`config.mk`:
```
export PLATFORM = sky130hd
export DESIGN_NAME = clock_replacement_entry_cache
export DESIGN_NICKNAME = d
export VERILOG_FILES = /design/src/hdl/cre_pkg.sv /design/src/hdl/cre_ram.sv /design/src/hdl/cre_datapath.sv /design/src/hdl/cre_ctrl.sv /design/src/hdl/clock_replacement_entry_cache.sv
export SDC_FILE = /design/constraint.sdc
export NUM_CORES = 1
export LEC_CHECK = 0
export ABC_AREA = 1
export BUFFER_PORTS_ARGS = -buffer_cell sky130_fd_sc_hd__buf_2
export CAP_MARGIN = 20
export CORE_ASPECT_RATIO = 1.75
export CORE_MARGIN = 1.5
export CORE_UTILIZATION = 55
export DETAILED_ROUTE_END_ITERATION = 10
export GPL_TIMING_DRIVEN = 0
export HOLD_SLACK_MARGIN = 0.06
export PLACE_DENSITY = 0.83
export SETUP_SLACK_MARGIN = 0.3
export SLEW_MARGIN = 20
export SYNTH_ARGS = -nofsm -noshare
export SYNTH_HDL_FRONTEND = slang
export SYNTH_HIERARCHICAL = 1
export SYNTH_SLANG_ARGS = --single-unit
```
`constraint.sdc`:
```
create_clock -name clk -period 15.7 [get_ports clk]
set_input_delay 2.355 -clock clk [delete_from_list [all_inputs] [get_ports clk]]
set_output_delay 2.355 -clock clk [all_outputs]
set_load 0.05 [all_outputs]
```
`src/hdl/cre_pkg.sv`:
```
`default_nettype none
// ----------------------------------------------------------------------------
// cre_pkg
// Shared constants and controller/datapath interface types for the clock
// replacement entry cache.
// ----------------------------------------------------------------------------
package cre_pkg;

  localparam int ENTRIES_DEF    = 3;
  localparam int DATA_WIDTH_DEF = 64;
  localparam int KEY_WIDTH_DEF  = 16;

  typedef struct packed {
    logic load_in;
    logic scan_step;
    logic set_ref;
    logic write_hit;
    logic insert_fill;
    logic clear_adv;
    logic replace;
    logic res_miss;
    logic res_hit_upd;
    logic res_hit_word;
    logic emit;
  } cre_cmd_t;

  typedef struct packed {
    logic probe_hit;
    logic scan_end;
    logic is_update;
    logic full;
    logic ref_at_hand;
    logic out_busy;
  } cre_status_t;

endpackage
`default_nettype wire

```
`src/hdl/cre_ram.sv`:
```
`default_nettype none
// ----------------------------------------------------------------------------
// cre_ram
// Generic single-write, single-read RAM with registered read data.
// ----------------------------------------------------------------------------
module cre_ram #(
  parameter int WIDTH = 8,
  parameter int DEPTH = 4
) (
  input  wire logic                       clk,
  input  wire logic                       we,
  input  wire logic [$clog2(DEPTH)-1:0]   waddr,
  input  wire logic [WIDTH-1:0]           wdata,
  input  wire logic [$clog2(DEPTH)-1:0]   raddr,
  output logic      [WIDTH-1:0]           rdata
);

  logic [WIDTH-1:0] mem [DEPTH];

  always_ff @(posedge clk) begin
    if (we) begin
      mem[waddr] <= wdata;
    end
    rdata <= mem[raddr];
  end

endmodule
`default_nettype wire

```
`src/hdl/cre_datapath.sv`:
```
`default_nettype none
// ----------------------------------------------------------------------------
// cre_datapath
// Key and word stores, reference bits, clock hand, serial key search and
// result registers of the clock replacement entry cache.
// ----------------------------------------------------------------------------
module cre_datapath #(
  parameter int ENTRIES    = cre_pkg::ENTRIES_DEF,
  parameter int DATA_WIDTH = cre_pkg::DATA_WIDTH_DEF,
  parameter int KEY_WIDTH  = cre_pkg::KEY_WIDTH_DEF
) (
  input  wire logic                    clk,
  input  wire logic                    rst,
  input  wire cre_pkg::cre_cmd_t       cmd,
  output cre_pkg::cre_status_t         st,
  input  wire logic                    kind,
  input  wire logic [KEY_WIDTH-1:0]    key,
  input  wire logic [DATA_WIDTH-1:0]   entry_data,
  output logic                         out_valid,
  input  wire logic                    out_ready,
  output logic                         hit,
  output logic      [DATA_WIDTH-1:0]   read_data
);

  import cre_pkg::*;

  localparam int AW = $clog2(ENTRIES);
  localparam int CW = $clog2(ENTRIES + 1);

  logic                  kind_q;
  logic [KEY_WIDTH-1:0]  key_q;
  logic [DATA_WIDTH-1:0] data_q;

  logic [CW-1:0]         fill_count;
  logic [AW-1:0]         hand;
  logic [ENTRIES-1:0]    ref_bits;
  logic [CW-1:0]         idx;
  logic                  probe_pend;
  logic [AW-1:0]         probe_slot;
  logic                  res_hit;
  logic [DATA_WIDTH-1:0] res_data;

  logic                  scan_more;
  logic                  key_we;
  logic [AW-1:0]         key_waddr;
  logic [KEY_WIDTH-1:0]  key_rdata;
  logic                  word_we;
  logic [AW-1:0]         word_waddr;
  logic [DATA_WIDTH-1:0] word_rdata;

  assign scan_more = (idx < fill_count);

  assign key_we    = cmd.insert_fill || cmd.replace;
  assign key_waddr = cmd.insert_fill ? fill_count[AW-1:0] : hand;

  assign word_we    = cmd.insert_fill || cmd.replace || cmd.write_hit;
  assign word_waddr = cmd.write_hit ? probe_slot : key_waddr;

  cre_ram #(
    .WIDTH (KEY_WIDTH),
    .DEPTH (ENTRIES)
  ) u_key_ram (
    .clk   (clk),
    .we    (key_we),
    .waddr (key_waddr),
    .wdata (key_q),
    .raddr (idx[AW-1:0]),
    .rdata (key_rdata)
  );

  cre_ram #(
    .WIDTH (DATA_WIDTH),
    .DEPTH (ENTRIES)
  ) u_word_ram (
    .clk   (clk),
    .we    (word_we),
    .waddr (word_waddr),
    .wdata (data_q),
    .raddr (probe_slot),
    .rdata (word_rdata)
  );

  always_comb begin
    st.probe_hit   = probe_pend && (key_rdata == key_q);
    st.scan_end    = !scan_more && !probe_pend;
    st.is_update   = kind_q;
    st.full        = (fill_count == CW'(ENTRIES));
    st.ref_at_hand = ref_bits[hand];
    st.out_busy    = out_valid && !out_ready;
  end

  always_ff @(posedge clk) begin
    if (cmd.load_in) begin
      kind_q <= kind;
      key_q  <= key;
      data_q <= entry_data;
    end
    if (cmd.scan_step && scan_more) begin
      probe_slot <= idx[AW-1:0];
    end
    if (cmd.res_miss) begin
      res_hit  <= 1'b0;
      res_data <= '0;
    end else if (cmd.res_hit_upd) begin
      res_hit  <= 1'b1;
      res_data <= '0;
    end else if (cmd.res_hit_word) begin
      res_hit  <= 1'b1;
      res_data <= word_rdata;
    end
    if (cmd.emit) begin
      hit       <= res_hit;
      read_data <= res_data;
    end
  end

  always_ff @(posedge clk) begin
    if (rst) begin
      fill_count <= '0;
      hand       <= '0;
      ref_bits   <= '0;
      idx        <= '0;
      probe_pend <= 1'b0;
      out_valid  <= 1'b0;
    end else begin
      // advance the serial key search
      if (cmd.load_in) begin
        idx <= '0;
      end else if (cmd.scan_step && scan_more) begin
        idx <= idx + CW'(1);
      end
      probe_pend <= cmd.scan_step && scan_more;

      if (cmd.insert_fill) begin
        fill_count <= fill_count + CW'(1);
      end

      if (cmd.set_ref) begin
        ref_bits[probe_slot] <= 1'b1;
      end else if (cmd.clear_adv) begin
        ref_bits[hand] <= 1'b0;
      end

      if (cmd.clear_adv) begin
        hand <= (hand == AW'(ENTRIES - 1)) ? '0 : hand + AW'(1);
      end

      if (cmd.emit) begin
        out_valid <= 1'b1;
      end else if (out_ready) begin
        out_valid <= 1'b0;
      end
    end
  end

`ifndef NO_ASSERTIONS
  a_fill_bound: assert property (@(posedge clk) disable iff (rst)
    fill_count <= CW'(ENTRIES))
    else $error("fill count beyond capacity");

  a_hand_bound: assert property (@(posedge clk) disable iff (rst)
    hand < AW'(ENTRIES - 1) || hand == AW'(ENTRIES - 1))
    else $error("clock hand beyond last slot");

  a_probe_filled: assert property (@(posedge clk) disable iff (rst)
    probe_pend |-> (CW'(probe_slot) < fill_count))
    else $error("probe of an empty slot");

  a_insert_not_full: assert property (@(posedge clk) disable iff (rst)
    cmd.insert_fill |-> !st.full)
    else $error("fill insert while full");

  a_replace_full: assert property (@(posedge clk) disable iff (rst)
    cmd.replace |-> (st.full && !ref_bits[hand]))
    else $error("replacement of a referenced slot or before full");
`endif

endmodule
`default_nettype wire

```
`src/hdl/cre_ctrl.sv`:
```
`default_nettype none
// ----------------------------------------------------------------------------
// cre_ctrl
// Sequencer of the clock replacement entry cache: input beat, key search,
// word read, clock sweep and result hand-off.
// ----------------------------------------------------------------------------
module cre_ctrl (
  input  wire logic                  clk,
  input  wire logic                  rst,
  input  wire logic                  in_valid,
  output logic                       in_ready,
  input  wire cre_pkg::cre_status_t  st,
  output cre_pkg::cre_cmd_t          cmd
);

  import cre_pkg::*;

  localparam logic [2:0] S_IDLE  = 3'd0;
  localparam logic [2:0] S_SCAN  = 3'd1;
  localparam logic [2:0] S_WORD  = 3'd2;
  localparam logic [2:0] S_SWEEP = 3'd3;
  localparam logic [2:0] S_OUT   = 3'd4;

  logic [2:0] state;
  logic [2:0] state_next;

  assign in_ready = (state == S_IDLE);

  always_comb begin
    cmd        = '0;
    state_next = state;
    unique case (state)
      S_IDLE: begin
        if (in_valid) begin
          cmd.load_in = 1'b1;
          state_next  = S_SCAN;
        end
      end
      S_SCAN: begin
        if (st.probe_hit) begin
          cmd.set_ref = 1'b1;
          if (st.is_update) begin
            cmd.write_hit   = 1'b1;
            cmd.res_hit_upd = 1'b1;
            state_next      = S_OUT;
          end else begin
            state_next = S_WORD;
          end
        end else if (st.scan_end) begin
          if (!st.is_update) begin
            cmd.res_miss = 1'b1;
            state_next   = S_OUT;
          end else if (!st.full) begin
            cmd.insert_fill = 1'b1;
            cmd.res_miss    = 1'b1;
            state_next      = S_OUT;
          end else begin
            state_next = S_SWEEP;
          end
        end else begin
          cmd.scan_step = 1'b1;
        end
      end
      S_WORD: begin
        cmd.res_hit_word = 1'b1;
        state_next       = S_OUT;
      end
      S_SWEEP: begin
        if (!st.ref_at_hand) begin
          cmd.replace  = 1'b1;
          cmd.res_miss = 1'b1;
          state_next   = S_OUT;
        end else begin
          cmd.clear_adv = 1'b1;
        end
      end
      S_OUT: begin
        if (!st.out_busy) begin
          cmd.emit   = 1'b1;
          state_next = S_IDLE;
        end
      end
      default: begin
        state_next = S_IDLE;
      end
    endcase
  end

  always_ff @(posedge clk) begin
    if (rst) begin
      state <= S_IDLE;
    end else begin
      state <= state_next;
    end
  end

`ifndef NO_ASSERTIONS
  a_one_result: assert property (@(posedge clk) disable iff (rst)
    $countones({cmd.res_miss, cmd.res_hit_upd, cmd.res_hit_word}) <= 1)
    else $error("conflicting result loads");

  a_sweep_from_scan: assert property (@(posedge clk) disable iff (rst)
    (state == S_SWEEP && $past(state) != S_SWEEP) |-> $past(st.full && st.is_update))
    else $error("sweep entered without a full-cache update miss");

  a_emit_then_idle: assert property (@(posedge clk) disable iff (rst)
    cmd.emit |=> (state == S_IDLE))
    else $error("result emitted without return to idle");
`endif

endmodule
`default_nettype wire

```
`src/hdl/clock_replacement_entry_cache.sv`:
```
`default_nettype none
// ----------------------------------------------------------------------------
// clock_replacement_entry_cache
// Fully associative keyed cache with clock (second-chance) replacement.
// ----------------------------------------------------------------------------
// One item is in work at a time. From its input beat to its result beat an
// item passes the key search, which reads the key RAM one slot per cycle over
// the filled slots; a lookup hit then reads the word RAM, and an update miss
// on a full cache walks the clock hand one slot per cycle until it finds a
// clear reference bit. A result waits in the output register while the next
// input beat is taken. Lookups return zero data on a miss; updates always
// return zero data and report whether the key was already held.
// ----------------------------------------------------------------------------
module clock_replacement_entry_cache #(
  parameter int ENTRIES    = cre_pkg::ENTRIES_DEF,
  parameter int DATA_WIDTH = cre_pkg::DATA_WIDTH_DEF,
  parameter int KEY_WIDTH  = cre_pkg::KEY_WIDTH_DEF
) (
  input  wire logic                  clk,
  input  wire logic                  rst,
  input  wire logic                  in_valid,
  output logic                       in_ready,
  input  wire logic                  kind,
  input  wire logic [KEY_WIDTH-1:0]  key,
  input  wire logic [DATA_WIDTH-1:0] entry_data,
  output logic                       out_valid,
  input  wire logic                  out_ready,
  output logic                       hit,
  output logic      [DATA_WIDTH-1:0] read_data
);

  import cre_pkg::*;

  cre_cmd_t    cmd;
  cre_status_t st;

  cre_ctrl u_ctrl (
    .clk      (clk),
    .rst      (rst),
    .in_valid (in_valid),
    .in_ready (in_ready),
    .st       (st),
    .cmd      (cmd)
  );

  cre_datapath #(
    .ENTRIES    (ENTRIES),
    .DATA_WIDTH (DATA_WIDTH),
    .KEY_WIDTH  (KEY_WIDTH)
  ) u_datapath (
    .clk        (clk),
    .rst        (rst),
    .cmd        (cmd),
    .st         (st),
    .kind       (kind),
    .key        (key),
    .entry_data (entry_data),
    .out_valid  (out_valid),
    .out_ready  (out_ready),
    .hit        (hit),
    .read_data  (read_data)
  );

endmodule
`default_nettype wire
```
**After elaboration in Yosys (flattened, before gate mapping)**

Memories as Yosys holds them, arrays and structs flattened. A register that Yosys moved wholly into a read port is not among the register bits.
Cells that the tools add are included.

- Magnitude comparators: 5
- Bitwise operators: 3
- Multiplexer cells: 51
- Equality and inequality tests: 11
- Add/subtract/negate cells: 3
- Reduce and logical (&&, ||, !) cells: 18

Operators with widths:

| operator | count |
|---|---|
| $mux W3 | 10 |
| $mux W1 | 29 |
| $eq A16 B16 Y1 | 1 |
| $pmux W3 S5 | 1 |
| $mux W2 | 6 |
| $add A2 B1 Y2 const B | 3 |
| $eq A3 B2 Y1 const B | 2 |
| $logic_and A1 B1 Y1 | 6 |
| $lt A2 B3 Y1 const B | 2 |
| $ne A2 B2 Y1 const B | 3 |
| $reduce_bool A2 Y1 | 3 |
| $demux W1 S2 | 2 |
| $eq A2 B2 Y1 const B | 2 |
| $ge A2 B1 Y1 const B | 2 |
| $mux W4 | 1 |
| $reduce_and A4 Y1 | 1 |
| $reduce_or A2 Y1 | 2 |
| $and A3 B3 Y3 | 1 |
| $eq A3 B1 Y1 const B | 1 |
| $eq A3 B3 Y1 const B | 1 |
| $logic_not A1 Y1 | 3 |
| $logic_not A3 Y1 | 1 |
| $ne A3 B3 Y1 const B | 1 |
| $not A3 Y3 | 1 |
| 5 further kinds | 6 |

- Input bits: 85
- Flip-flop bits (word level): 227
- Memories: 2
- Output and inout port bits: 67
- Memory bits (writable): 240
- Word-level logic and storage cells: 108

Memories:

| name | words | bits a word | read ports | clocked after memory_dff | write ports | RTL line | source |
|---|---|---|---|---|---|---|---|
| u_datapath.u_word_ram.mem | 3 | 64 | 1 | 1 | 1 | cre_ram.sv:18 | `logic [WIDTH-1:0] mem [DEPTH];` |
| u_datapath.u_key_ram.mem | 3 | 16 | 1 | 1 | 1 | cre_ram.sv:18 |  |

**Logic depth before layout (Yosys ltp)**

- Depth after elaboration: 10
- Gate-level depth with buffers: 17
- Depth with buffers taken out: 17

**By module**

The synthesis kept the hierarchy.

By module, submodules not included:

| module | instances | seq. area each (µm²) | area each (µm²) | cells each |
|---|---|---|---|---|
| cre_ram (u_datapath.u_word_ram) | 1 | 7,046.8 | 9,042.4 | 737 |
| cre_datapath | 1 | 5,965.7 | 7,787.5 | 584 |
| cre_ram (u_datapath.u_key_ram) | 1 | 1,761.7 | 2,292.2 | 189 |
| cre_ctrl | 1 | 60.1 | 342.8 | 58 |

**Worst setup path after synthesis**

Ideal clock, no wire load.

- Path type: in2reg
- Start: input port out_ready
- End: register u_datapath.hit, enable pin
- Required time: 15,048 ps
- Arrival: 8,634 ps
- Stages: 2
- Setup slack: 6,414 ps
- Buffers on the path: 0
- Cells stage by stage: nor2_1 -> nor4_1

RTL lines:

| item | RTL line | source |
|---|---|---|
| start: declaration | clock_replacement_entry_cache.sv:27 | `input wire logic out_ready,` |
| end signal: assignment | cre_datapath.sv:112 | `hit <= res_hit;` |
| end: declaration | cre_datapath.sv:21 | `output logic hit,` |

==> reports/results.ini <==
[hold_path]
hp-class = reg -> reg

[place]
port_buffers = 151
gp_congestion = 0.8776
place_ws_ns = 10.42
placed_cell_area_sq_um = 21210
dp_cells = 2220
dpl.hpwl_mm = 25.16

[sta]
setup_viol = 0
fmaxAchievable_mhz = 211.8
finalCritPeriodShare_pct = 30.07
slew_violations = 0
finalSetupTns_ns = 0
hold_viol_final = 0
rsz0062_at_grt = no
whs_ns = 0.4319
skew_ns = 0.02140
period_needed_ns = 4.721
setup_slack_ns = 10.98
worst_slew_pin_slew_ns = 0.8690
max_slew_margin_pct = 41.59

[synthesis]
syn_area_per_cell_sq_um = 12.41
synth_area_sq_um = 19460
ys_seq_area_share_pct = 76.21
synthesis.nets = 1655
yosysUniqueCellTypes = 31
synthFlopType = edfxtp_1
synth_seq_cells = 547
async_flop_share_pct = 0
yosysWarnings = 6
synthCells = 1568
synth_edf_count = 388

[global_routing]
grt_pass1_vias = 11650
grt_pass1_wl_mm = 58.31
grt-ovfl-total = 0
grt_max_degree = 25
antenna_found_initial = 1
grtUsageTotal_pct = 20.53

[worst_setup_path]
crit_path_cell_trace = buf_2, nor2_1, nor4_2, buf_2, buf_2, buf_2, buf_2, buf_2, buf_2, buf_2
crit_family = buffers and inverters
critPathMaxStageDelay_ns = 0.66
crit_fanout = 9
cp_num_buf_inv = 8
crit_arrival_ns = 4.96
critPathMostFrequentCell = buf_2
endpoint_kind = flop
worst_ep_required_time_ns = 15.94
critical_path.slowest_cell = nor4_2
critPathLaunchType = primary input
setup.worst_path.class = in -> reg

[flow_run]
maxCapViolCount = 0

[final_layout]
fill_cells = 2536
final_layout_size_suffix_gt1_share_pct = 21.97
final_area_sq_um = 22790
finalNonFillerCells = 2305
syn_to_final_growth_pct = 17.09
final_cell_mix = nand2_1, edfxtp_1, inv_1
final_common_cell = nand2_1
nets = 1889
finalCoreUtilization_pct = 64.99

[detailed_routing]
vias = 11460
drc = 0
vias_per_cell = 4.972
wirelength_mm = 37.29
first_iter_violations = 666
wl_per_cell_um = 16.18
drt_pass1_iterations = 4
postRouteAntennaNets = 0

[clock_tree]
htree_levels = 2
cts_setup_buffers = 0
cts.clk_slew.worst_paths_ns = 0.07
numCtsBuffers = 45
cts_hold_buf = 0
clock_latency_ns = 0.56
clk_path_buf_depth = 3
root_buffer = clkbuf_16
cts_tree = built
cts_resized = 0
cts.sinks = 547

[power]
finalPower_mw = 3.735
p_leak_nw = 9.418
pwr_density_cell_nw_per_um2 = 163.9
ir_drop_uv = 95.02

[status]
outcome = completed

[floorplanning]
die-area_sq_um = 36570
die_y_um = 251.9
die_x_um = 145.2
rows = 91
start_util_pct = 55.51
core_area_sq_um = 35070
io_pins = 152

==> kinds of logic after synthesis <==
family | synth area share [%]
simple gates | 13.47
flops | 76.21
buf+inv | 6.454
xor+xnor | 0.09001
compound gates | 3.645
fa+ha+maj | 0.1285
==> cell usage after synthesis (3+ instances only) <==
cell type	number	area, sq um
o21ai_0	10	50.05
edfxtp_1	388	11650
inv_2	7	26.28
clkbuf_8	6	82.58
a31oi_1	3	18.77
buf_4	14	105.1
nand3_1	92	460.4
nor2_1	28	105.1
nor2_2	3	18.77
a21oi_1	17	85.08
buf_6	11	123.9
buf_2	25	125.1
dfxtp_1	159	3183
inv_1	206	773.2
nand2_1	508	1907
a21oi_2	61	534.3
nor3_1	7	35.03
==> final timing paths <==
check	depth (start not counted)	end	from	slack (ns)
worst min-delay path	0	u_datapath/read_data[37]	u_datapath/res_data[37]	0.43
worst max-delay path	10	u_datapath/read_data[45]	out_ready	10.98
worst min register to register	0	u_datapath/read_data[37]	u_datapath/res_data[37]	0.43
worst max register to register	15	u_datapath/u_word_ram/mem[1][41]	u_datapath/key_q[5]	11.76
==> flip-flops by register name, indices dropped and copies added (netlist names) <==
register,flops
u_datapath/probe_pend,1
u_datapath/hand,2
u_datapath/fill_count,2
u_datapath/key_q,16
u_datapath/out_valid,1
u_datapath/u_word_ram/mem,192
u_datapath/res_data,64
u_datapath/res_hit,1
u_datapath/hit,1
u_datapath/u_key_ram/rdata,16
u_datapath/u_word_ram/rdata,64
u_datapath/ref_bits,3
u_datapath/u_key_ram/mem,48
u_datapath/data_q,64
u_ctrl/state,3
u_datapath/idx,2
u_datapath/kind_q,1
u_datapath/probe_slot,2
u_datapath/read_data,64
==> worst register-to-register path, cell delays in order (launching register included) <==
cell	delay, ns
edfxtp_1	0.46
o22ai_1	0.31
nor2_1	0.07
nand3_1	0.10
nor2_1	0.10
inv_2	0.09
nand2_1	0.06
nor4_1	0.39
inv_1	0.20
a21oi_1	0.39
nand2_1	0.09
o21ai_0	0.23
nor3b_2	0.47
buf_4	0.28
buf_6	0.17
buf_4	0.22
==> cell type report <==
class / count / area [sq um] / area share [%]
clock inverters: 19 / 247.7 / 1.087
clock buffers: 65 / 1334 / 5.852
well taps: 465 / 581.8 / 2.553
diodes: 1 / 2.502 / 0.01098
inverters: 215 / 812.0 / 3.563
repair buffers: 187 / 1116 / 4.897
flip-flops and latches: 547 / 14830 / 65.09
plain buffers: 58 / 444.2 / 1.949
multi-input cells: 748 / 3418 / 15.00
==> per-layer routing <==
metal	wire [um]	GRT usage, %	vias to the layer above
li1	-	-	5571
met1	13150	21.12	5455
met2	20840	40.00	347
met3	1727	2.423	87
met4	1577	11.05	0
met5	0	0	-
==> report_power, final <==
group / internal [mW] / switching [mW] / leakage [nW]
clock network: 0.678 / 0.493 / 0.762
logic: 0.189 / 0.413 / 3.77
registers: 1.86 / 0.106 / 4.88
total: 2.72 / 1.01 / 9.42
No activity file was read; power rests on OpenSTA's default activity.
